## config.mk

```make
export PLATFORM = sky130hd
export DESIGN_NAME = cv_quantizing_square_tone_generator
export DESIGN_NICKNAME = d
export VERILOG_FILES = /design/src/hw/rtl/cvqstg_pkg.sv /design/src/hw/rtl/cv_quantizing_square_tone_generator.sv
export SDC_FILE = /design/constraint.sdc
export NUM_CORES = 1
export LEC_CHECK = 0
export BUFFER_PORTS_ARGS = -buffer_cell sky130_fd_sc_hd__buf_2
export CORE_MARGIN = 2
export CORE_UTILIZATION = 64
export DETAILED_ROUTE_END_ITERATION = 16
export PLACE_DENSITY = 0.9
export SYNTH_ARGS = -nofsm -noshare
export SYNTH_HDL_FRONTEND = slang
export SYNTH_SLANG_ARGS = --single-unit
```

## constraint.sdc

```tcl
create_clock -name clk_i -period 7.4 [get_ports clk_i]
set_clock_uncertainty 0.15 [all_clocks]
set_input_delay 1.11 -clock clk_i [delete_from_list [all_inputs] [get_ports clk_i]]
set_output_delay 1.11 -clock clk_i [all_outputs]
set_load 0.1 [all_outputs]
```

## src/hw/rtl/cvqstg_pkg.sv

```systemverilog
// Package for the CV quantizing square tone generator.
// Holds the request and result types, action codes and the note tables.
// No dependencies.
package cvqstg_pkg;

  // sizes
  localparam int unsigned TickHz    = 1000000;
  localparam int unsigned AdcBits   = 12;
  localparam int unsigned CvW       = AdcBits;
  localparam int unsigned NoteCount = 61;
  localparam int unsigned NoteW     = 6;
  localparam int unsigned NoteDepth = 1 << NoteW;
  localparam int unsigned HalfW     = 16;
  localparam longint unsigned HalfMax = (64'd1 << HalfW) - 64'd1;

  // voltages in units of 0.1 mV
  localparam longint unsigned CvFull      = (64'd1 << AdcBits) - 64'd1;
  localparam longint unsigned FullDeciMv  = 33000;
  localparam longint unsigned ErrDeciMv   = 32000;

  // adc code at which the error threshold is reached
  localparam logic [CvW-1:0] ErrCode =
    CvW'((ErrDeciMv * CvFull + FullDeciMv / 2) / FullDeciMv);

  typedef enum logic [1:0] {
    ActTick = 2'd0,
    ActRise = 2'd1,
    ActFall = 2'd2
  } action_e;

  typedef struct packed {
    logic [1:0]     action;
    logic [CvW-1:0] cv_code;
  } cvqstg_in_t;

  typedef struct packed {
    logic             wave_level;
    logic             gate_active;
    logic             cv_error;
    logic [NoteW-1:0] note_index;
  } cvqstg_out_t;

  // note thresholds, 0.1 mV
  localparam int unsigned ThrDeciMv [NoteCount] = '{
    0, 540, 1040, 1650, 2000, 2704, 3250, 3810, 3900, 4875, 5395, 5954,
    6500, 7039, 7540, 8200, 8600, 9204, 9750, 10400, 10550, 11375, 11895, 12454,
    13000, 13540, 14040, 14700, 15000, 15704, 16250, 16890, 17200, 17875, 18395, 19050,
    19600, 20040, 20540, 21200, 21700, 22204, 22750, 23500, 23900, 24375, 24895, 25454,
    26100, 26540, 27040, 27800, 28390, 28900, 29250, 29900, 30500, 30875, 31395, 31954,
    32040
  };

  // note frequencies, 0.01 Hz, C0..C5
  localparam int unsigned FreqLowChz [NoteCount] = '{
    1635, 1732, 1835, 1945, 2060, 2183, 2312, 2450, 2596, 2750, 2914, 3087,
    3270, 3465, 3671, 3889, 4120, 4365, 4625, 4900, 5191, 5500, 5827, 6174,
    6541, 6930, 7342, 7778, 8241, 8731, 9250, 9800, 10383, 11000, 11654, 12347,
    13081, 13859, 14683, 15556, 16481, 17461, 18500, 19600, 20765, 22000, 23308, 24694,
    26163, 27718, 29366, 31113, 32963, 34923, 36999, 39200, 41530, 44000, 46616, 49388,
    52325
  };

  // note frequencies, 0.01 Hz, C5..C10
  localparam int unsigned FreqHighChz [NoteCount] = '{
    52325, 55437, 58733, 62225, 65925, 69846, 73999, 78399, 83061, 88000, 93233, 98777,
    104650, 110873, 117466, 124451, 131851, 139691, 147998, 156798, 166122, 176000,
    186466, 197553, 209300, 221746, 234932, 248902, 263702, 279383, 295996, 313596,
    332244, 352000, 372931, 395107, 418601, 443492, 469863, 497803, 527404, 558765,
    591991, 627193, 664488, 704000, 745862, 790213, 837202, 886984, 939727, 995606,
    1054808, 1117530, 1183982, 1254386, 1328975, 1408000, 1491724, 1580426, 1674404
  };

  typedef logic [CvW-1:0]   thr_tab_t  [NoteCount];
  typedef logic [HalfW-1:0] half_tab_t [NoteDepth];

  // thresholds scaled to adc codes with rounding
  function automatic thr_tab_t build_thr_tab();
    thr_tab_t        tab;
    longint unsigned v;
    for (int i = 0; i < NoteCount; i++) begin
      v = (longint'(ThrDeciMv[i]) * CvFull + FullDeciMv / 2) / FullDeciMv;
      tab[i] = CvW'(v);
    end
    return tab;
  endfunction

  // quotient by shift and subtract, only used while building the tables
  function automatic longint unsigned udiv64(input longint unsigned num,
                                             input longint unsigned den);
    longint unsigned q;
    longint unsigned r;
    q = '0;
    r = '0;
    for (int b = 63; b >= 0; b--) begin
      r = {r[62:0], num[b]};
      if (r >= den) begin
        r    = r - den;
        q[b] = 1'b1;
      end
    end
    return q;
  endfunction

  // half periods in ticks, rounded and clamped to 1..max
  function automatic half_tab_t build_half_tab(input bit high_oct);
    half_tab_t       tab;
    longint unsigned f;
    longint unsigned h;
    for (int i = 0; i < NoteDepth; i++) begin
      if (i < NoteCount) begin
        f = high_oct ? longint'(FreqHighChz[i]) : longint'(FreqLowChz[i]);
      end else begin
        f = high_oct ? longint'(FreqHighChz[NoteCount-1])
                     : longint'(FreqLowChz[NoteCount-1]);
      end
      h = udiv64(longint'(TickHz) * 100 + f, 2 * f);
      if (h < 1) h = 1;
      if (h > HalfMax) h = HalfMax;
      tab[i] = HalfW'(h);
    end
    return tab;
  endfunction

  localparam thr_tab_t  ThrCode  = build_thr_tab();
  localparam half_tab_t HalfLow  = build_half_tab(1'b0);
  localparam half_tab_t HalfHigh = build_half_tab(1'b1);

endpackage

```

## src/hw/rtl/cv_quantizing_square_tone_generator.sv

```systemverilog
// Top level of the CV quantizing square tone generator.
// Depends on cvqstg_pkg for types, action codes and the note tables.
//
// Takes one request per clock: a tick, a gate rise carrying a control-voltage
// code, or a gate fall, and returns one result per request with the wave
// level, gate, error flag and selected note after that request. A request
// passes an input register and then the note search, table lookup and wave
// counter update into the result register, so a new request can be taken
// every cycle; only a stalled result register holds the pipe. The octave
// select is sampled at gate rise and should be written while no request is
// in flight.
module cv_quantizing_square_tone_generator
  import cvqstg_pkg::*;
(
  input  logic        clk_i,
  input  logic        rst_ni,
  input  logic        in_valid_i,
  output logic        in_ready_o,
  input  cvqstg_in_t  in_data_i,
  output logic        out_valid_o,
  input  logic        out_ready_i,
  output cvqstg_out_t out_data_o,
  input  logic        cfg_we_i,
  input  logic        cfg_data_i
);

  logic              octave_q;
  logic              s1_valid_q;
  cvqstg_in_t        s1_q;
  logic              out_valid_q;
  cvqstg_out_t       out_q;

  logic              playing_q, playing_d;
  logic [NoteW-1:0]  note_q, note_d;
  logic              err_q, err_d;
  logic [HalfW-1:0]  cnt_q, cnt_d;
  logic              level_q, level_d;
  logic [HalfW-1:0]  half_q, half_d;

  logic              adv_out;
  logic [NoteW:0]    first_miss;
  logic [NoteW-1:0]  rise_note;
  logic [HalfW:0]    cnt_inc;
  cvqstg_out_t       res_d;

  // flow control
  assign adv_out    = s1_valid_q && (!out_valid_q || out_ready_i);
  assign in_ready_o = !s1_valid_q || adv_out;

  // octave select register
  always_ff @(posedge clk_i or negedge rst_ni) begin
    if (!rst_ni) begin
      octave_q <= 1'b0;
    end else if (cfg_we_i) begin
      octave_q <= cfg_data_i;
    end
  end

  // input register
  always_ff @(posedge clk_i or negedge rst_ni) begin
    if (!rst_ni) begin
      s1_valid_q <= 1'b0;
    end else if (in_ready_o) begin
      s1_valid_q <= in_valid_i;
    end
  end

  always_ff @(posedge clk_i) begin
    if (in_ready_o && in_valid_i) begin
      s1_q <= in_data_i;
    end
  end

  // note search: first threshold the code does not reach
  always_comb begin
    first_miss = (NoteW+1)'(NoteCount);
    for (int i = NoteCount - 1; i >= 0; i--) begin
      if (s1_q.cv_code < ThrCode[i]) begin
        first_miss = (NoteW+1)'(i);
      end
    end
    if (s1_q.cv_code >= ErrCode || first_miss == '0) begin
      rise_note = '0;
    end else begin
      rise_note = NoteW'(first_miss - (NoteW+1)'(1));
    end
  end

  assign cnt_inc = {1'b0, cnt_q} + (HalfW+1)'(1);

  // next state per action
  always_comb begin
    playing_d = playing_q;
    note_d    = note_q;
    err_d     = err_q;
    cnt_d     = cnt_q;
    level_d   = level_q;
    half_d    = half_q;
    case (action_e'(s1_q.action))
      ActTick: begin
        if (playing_q) begin
          if (cnt_inc >= {1'b0, half_q}) begin
            cnt_d   = '0;
            level_d = !level_q;
          end else begin
            cnt_d = cnt_inc[HalfW-1:0];
          end
        end
      end
      ActRise: begin
        playing_d = 1'b1;
        note_d    = rise_note;
        if (s1_q.cv_code >= ErrCode) begin
          err_d = 1'b1;
        end
        half_d  = octave_q ? HalfHigh[rise_note] : HalfLow[rise_note];
        cnt_d   = '0;
        level_d = 1'b1;
      end
      ActFall: begin
        playing_d = 1'b0;
        err_d     = 1'b0;
        level_d   = 1'b0;
        cnt_d     = '0;
      end
      default: begin
      end
    endcase
    res_d.wave_level  = playing_d && level_d;
    res_d.gate_active = playing_d;
    res_d.cv_error    = err_d;
    res_d.note_index  = note_d;
  end

  // tone state
  always_ff @(posedge clk_i or negedge rst_ni) begin
    if (!rst_ni) begin
      playing_q <= 1'b0;
      note_q    <= '0;
      err_q     <= 1'b0;
      cnt_q     <= '0;
      level_q   <= 1'b0;
      half_q    <= HalfW'(1);
    end else if (adv_out) begin
      playing_q <= playing_d;
      note_q    <= note_d;
      err_q     <= err_d;
      cnt_q     <= cnt_d;
      level_q   <= level_d;
      half_q    <= half_d;
    end
  end

  // result register
  always_ff @(posedge clk_i or negedge rst_ni) begin
    if (!rst_ni) begin
      out_valid_q <= 1'b0;
    end else if (!out_valid_q || out_ready_i) begin
      out_valid_q <= s1_valid_q;
    end
  end

  always_ff @(posedge clk_i) begin
    if (adv_out) begin
      out_q <= res_d;
    end
  end

  assign out_valid_o = out_valid_q;
  assign out_data_o  = out_q;

  // checks
  assert property (@(posedge clk_i) disable iff (!rst_ni)
    playing_q |-> cnt_q < half_q)
    else $error("wave counter reached half period");

  assert property (@(posedge clk_i) disable iff (!rst_ni)
    err_q |-> playing_q)
    else $error("error flag set while silent");

  assert property (@(posedge clk_i) disable iff (!rst_ni)
    !playing_q |-> !level_q)
    else $error("wave level high while silent");

  assert property (@(posedge clk_i) disable iff (!rst_ni)
    adv_out |=> out_valid_q)
    else $error("request lost between input and result register");

  assert property (@(posedge clk_i) disable iff (!rst_ni)
    out_valid_q && out_q.wave_level |-> out_q.gate_active)
    else $error("wave level without gate");

endmodule

```

After elaboration in Yosys (flattened, before gate mapping)
Memories as Yosys holds them, arrays and structs flattened.
Cells that the tools add are included.

operators by class
  $add $sub $neg = 2
  mux-type cells = 77
  reduce and logical (&&, ||, !) cells = 15
  eq/ne operators = 3
  bitwise operators = 1
  magnitude comparators = 64

operators by type and width
  operator                                                      number
  2-to-1 mux 7 bit                                              59
  less-than comparator 12 bit, second input constant            30
  less-than comparator 12 x 11 -> 1 bit, second input constant  15
  2-to-1 mux 16 bit                                             7
  less-than comparator 12 x 10 -> 1 bit, second input constant  7
  less-than comparator 12 x 9 -> 1 bit, second input constant   4
  less-than comparator 12 x 8 -> 1 bit, second input constant   3
  case mux 16 bit (2 select lines)                              1
  adder 16 x 1 -> 17 bit, second input constant                 1
  greater-or-equal comparator 17 x 16 -> 1 bit                  1
  greater-or-equal comparator 12 bit, second input constant     1
  less-than comparator 12 x 1 -> 1 bit, second input constant   1
  less-than comparator 12 x 7 -> 1 bit, second input constant   1
  2-to-1 mux 6 bit                                              2
  greater-or-equal comparator 7 bit, second input constant      1
  logical NOT 7 bit                                             1
  NOT 6 -> 7 bit                                                1
  subtractor 6 x 1 -> 6 bit, second input constant              1
  2-to-1 mux 1 bit                                              4
  case mux 1 bit (2 select lines)                               2
  logical AND 1 bit                                             3
  logical NOT 1 bit                                             3
  logical OR 1 bit                                              3
  2-to-1 mux 3 bit                                              1
  9 further kinds                                               9

storage, ports and cells
  word-level logic and storage cells = 179
  input port bits = 20
  memories kept = 2
  register bits after elaboration = 67
  ROM bits = 2,048

memories
  name             depth  width  read ports  clocked after memory_dff  wr ports  line                                        text
  (no name shown)  64     16     1           0                         0         cv_quantizing_square_tone_generator.sv:116  half_d = octave_q ? HalfHigh[rise_note] : HalfLow[rise_note];
  (no name shown)  64     16     1           0                         0         cv_quantizing_square_tone_generator.sv:116

Depth between registers and ports, before layout
  word-level depth = 70
  mapped depth = 27

Least setup slack after synthesis
Ideal clock, no wire load.

  path kind = flip-flop to flip-flop
  start point = register s1_q[9] (netlist name)
  end point = register half_q[3]
  setup time = 0.138 ns
  data required time = 7.112 ns
  data arrival time = 4.932 ns
  cell stages (with the launch flop) = 22
  path slack = 2.179 ns
  cells stage by stage = edfxtp_1 buf_2 or2_1 nor4_1 a21boi_0 o311a_1 a221o_2 nand2_1 inv_1 buf_2 ha_1 a21o_1 clkbuf_1 nor2_1 clkbuf_1 ha_1 clkbuf_1 a211oi_1 a21oi_1 o211ai_1 nor2_1 or4_1

between the ends
  word-level cells in the longest chain between the ends = 70

ends and longest elaborated chain
  what                                                                  line                                        text
  start: declaration                                                    cv_quantizing_square_tone_generator.sv:29   cvqstg_in_t s1_q;
  start signal: assignment                                              cv_quantizing_square_tone_generator.sv:70   s1_q <= in_data_i;
  branches (longest 64 deep; another with less-than comparator 12 bit)  -
  2-to-1 mux 6 bit *                                                    cv_quantizing_square_tone_generator.sv:82   if (s1_q.cv_code >= ErrCode || first_miss == '0) begin
  NOT 6 -> 7 bit (not written as such) *                                cv_quantizing_square_tone_generator.sv:116
  memory (64 x 16 bit)                                                  -
  2-to-1 mux 16 bit (not written as such) (2 in a row)                  cv_quantizing_square_tone_generator.sv:116
  2-to-1 mux 16 bit *                                                   cv_quantizing_square_tone_generator.sv:116
  end signal: assignment                                                cv_quantizing_square_tone_generator.sv:143  half_q <= HalfW'(1);
  end signal: assignment                                                cv_quantizing_square_tone_generator.sv:150  half_q <= half_d;
  end: declaration                                                      cv_quantizing_square_tone_generator.sv:38   logic [HalfW-1:0] half_q, half_d;

Mark *: on every way between the ends. The select of a mux whose other input is x is not followed.
A chain may end at the register's enable or synchronous reset.

Worst setup path after layout
  start point = register s1_q[7] (netlist name)
  end point = register half_q[5]

Same word-level chain as after synthesis.

==> impl_metrics.yaml <==
floorplanning:
  start_util: 0.663
  die_w_microns: 108
  num_rows: 37
  dieHeight_microns: 108
  coreArea_sq_um: 10400
  ios: 31
  dieArea_sq_um: 11600
layout:
  fin_cells: 1025
  final_nets: 932
  antenna-diode-count: 0
  drive_above_1_share: 0.146
  final_core_util: 0.704
  fin_area_sq_um: 7300
  area_growth_pct: 6.22
min_path:
  hold_class: "flip-flop to flip-flop"
  worstHoldStart: "note_q[1]$_DFFE_PN0P_"
  hold_depth: 2
  hold_path_end: "note_q[1]$_DFFE_PN0P_"
timing:
  worst_pin_slew_ps: 1150
  finalHoldViolCount: 0
  slew_viol_final: 0
  slew_headroom: 0.234
  fmax_ghz: 0.154
  finalSetupViolCount: 0
  rsz0062_at_grt: "no"
  period_needed_ps: 6510
  period_share: 0.879
  tns_ps: 0
detailed_routing:
  vias: 7700
  ant_nets: 0
  drt_pass1_iterations: 8
  wire_per_inst_microns: 23.4
  viasPerCell: 7.51
  wirelength_microns: 24000
  drtIter0Drc: 1521
  remaining_drc_errors: 0
clock_network:
  ctsRootBufferMaster: "clkbuf_8"
  clock-sinks: 66
  cts_buffer_depth: 2
  cts_setup_buffers: 0
  clk_pin_slew_ps: 80
  cts_hold_buf: 0
  h-tree-depth: 3
  postCtsResizedCells: 0
  cts_buffers: 9
  worstSkewPairLatency_ps: 370
  cts_tree: "built"
power_and_ir_drop:
  vdd_drop_max_uv: 200
  power_density_nw_per_um2: 247
  power_mw: 1.81
  leakagePower_nw: 2.90
synthesis:
  ys_types: 95
  synth-seq-cells: 66
  ys_warn_count: 0
  syn_area_per_cell_sq_um: 7.84
  synth-edff-count: 23
  ys_dominant_reg_cell: "dfrtp_1"
  syn-num-nets: 925
  synthArstFlopShare: 0.652
  postSynthCellCount: 877
  synth_area_sq_um: 6880
  ys_seq_area_frac: 0.257
worst_setup_path:
  rr_startpoint: "s1_q[7]$_DFFE_PP_"
  worstPathMaxFanout: 33
  crit_type: "flip-flop to flip-flop"
  cp-startpoint: "s1_q[7]$_DFFE_PP_"
  end_kind: "flip-flop"
  crit_required_ps: 7500
  cp-start-kind: "flip-flop"
  worstPathArrival_ps: 6610
  rrSetupSlack_ps: 890
  worst_r2r_path_depth: 20
  worstReg2RegEnd: "half_q[5]$_DFFE_PN0P_"
placement:
  place_inst: 1009
  hpwl_microns: 17400
  gp_congestion: 1.13
  port_buffers: 30
  dpl-instance-area_sq_um: 7100
grt:
  grt_pass1_wl_microns: 37900
  grt_overflow: 0
  grt_pass1_vias: 7012
  antenna_found_initial: 0
  grt_max_degree: 44
  grt.total_usage: 0.422
run_status:
  status: "complete, no violations"
run:
  maxCapViolCount: 0
## logic make-up after synthesis
family                     count (synthesis)  share of synthesized area
muxes                                     17                     0.0293
DFF                                       66                      0.257
buffers and inverters                    105                     0.0722
and+or+nand+nor                          310                      0.223
xor gates and xnor gates                  19                     0.0253
adders and majority gates                 28                     0.0509
AOI/OAI and AO/OA                        332                      0.342
## critical path, cell delays in order (launching register included)
cell      delay (ps)
edfxtp_1        1110
nand2_1          380
or3_1            450
a221o_1          380
a31oi_1          240
a221o_2          260
nand2_1           90
inv_1            350
ha_1             470
nor2_1           500
clkinv_1         230
buf_4            220
ha_1             320
inv_1            160
nor2_1            70
o22ai_1          130
a221oi_1         100
o21ai_0          220
a21o_1           160
a31oi_1          100
a221o_1          280
## synth_stat cells (14+ instances only)
| master | n | area share |
|---|---|---|
| nor2_1 | 74 | 0.040 |
| edfxtp_1 | 23 | 0.10 |
| nand4_1 | 15 | 0.014 |
| xnor2_1 | 14 | 0.018 |
| a21oi_1 | 58 | 0.042 |
| dfrtp_1 | 42 | 0.15 |
| o21ai_0 | 53 | 0.039 |
| ha_1 | 28 | 0.051 |
| buf_2 | 37 | 0.027 |
| nor3_1 | 34 | 0.025 |
| o211ai_1 | 25 | 0.027 |
| a31oi_1 | 18 | 0.016 |
| nand3_1 | 30 | 0.022 |
| a211oi_1 | 18 | 0.020 |
| nand2_1 | 85 | 0.046 |
| inv_1 | 33 | 0.018 |
| a22o_1 | 14 | 0.018 |
| clkbuf_1 | 19 | 0.010 |
## worst max-delay path by stage
stage	to	slack, ps	cells past startpoint
final	half_q[5]$_DFFE_PN0P_	890	20
after detailed placement	half_q[5]$_DFFE_PN0P_	1300	19
after global routing	half_q[4]$_DFFE_PN0P_	590	15
after floorplan	half_q[3]$_DFFE_PN0P_	2180	21
after global placement	half_q[4]$_DFFE_PN0P_	1390	15
after CTS	half_q[5]$_DFFE_PN0P_	1220	19
## state kept, by name (all words and copies together), names as in the netlist
register / cells
cnt_q: 16
half_q: 15
s1_q: 14
out_data_o: 9
note_q: 6
err_q: 1
level_q: 1
octave_q: 1
out_valid_o: 1
playing_q: 1
s1_valid_q: 1
## through the flow
| stage | hold WS (ps) | setup WS [ps] |
|---|---|---|
| 2_1_floorplan | 296 | 2180 |
| 3_3_place_gp | 307 | 1390 |
| 3_5_place_dp | 316 | 1300 |
| 4_1_cts | 334 | 1220 |
| 5_1_grt | 362 | 589 |
| 6_report | 332 | 895 |
## layout by cell type, fill, tap and decap left out, types with 12 or more instances in the layout
cell	netlist	layout
a22o_1	14	14
buf_4	5	35
nand3_1	30	30
buf_2	37	30
nand4_1	15	15
o211ai_1	25	25
nor3_1	34	34
a31oi_1	18	18
nand2_1	85	85
inv_1	33	33
o21ai_0	53	53
nor2_1	74	74
o22ai_1	12	12
a211oi_1	18	18
a21oi_1	58	58
o21a_1	12	12
dfrtp_1	42	42
xnor2_1	14	14
ha_1	28	28
edfxtp_1	23	23
## routing by layer
layer,wire length [microns],GRT usage,vias up
met1,9460,0.588,3535
met4,1070,0.142,0
met2,9890,0.618,663
met5,0,0,-
li1,-,-,3365
met3,3600,0.133,137
## report_power, final
part	internal, mW	total, mW	switching (mW)
combinational	0.327	0.977	0.650
sequential	0.450	0.512	0.0613
clock	0.164	0.319	0.155
total	0.941	1.81	0.866
## final cells by class
| class | count | area [sq um] |
|---|---|---|
| Clock buffer | 12 | 178 |
| Clock inverter | 4 | 28.8 |
| Multi-Input combinational cell | 706 | 4610 |
| Inverter | 36 | 135 |
| Sequential cell | 66 | 1770 |
| Fill cell | 854 | 3070 |
| Timing Repair Buffer | 65 | 413 |
| Tap cell | 136 | 170 |
Power figures use the tool's default switching activity.
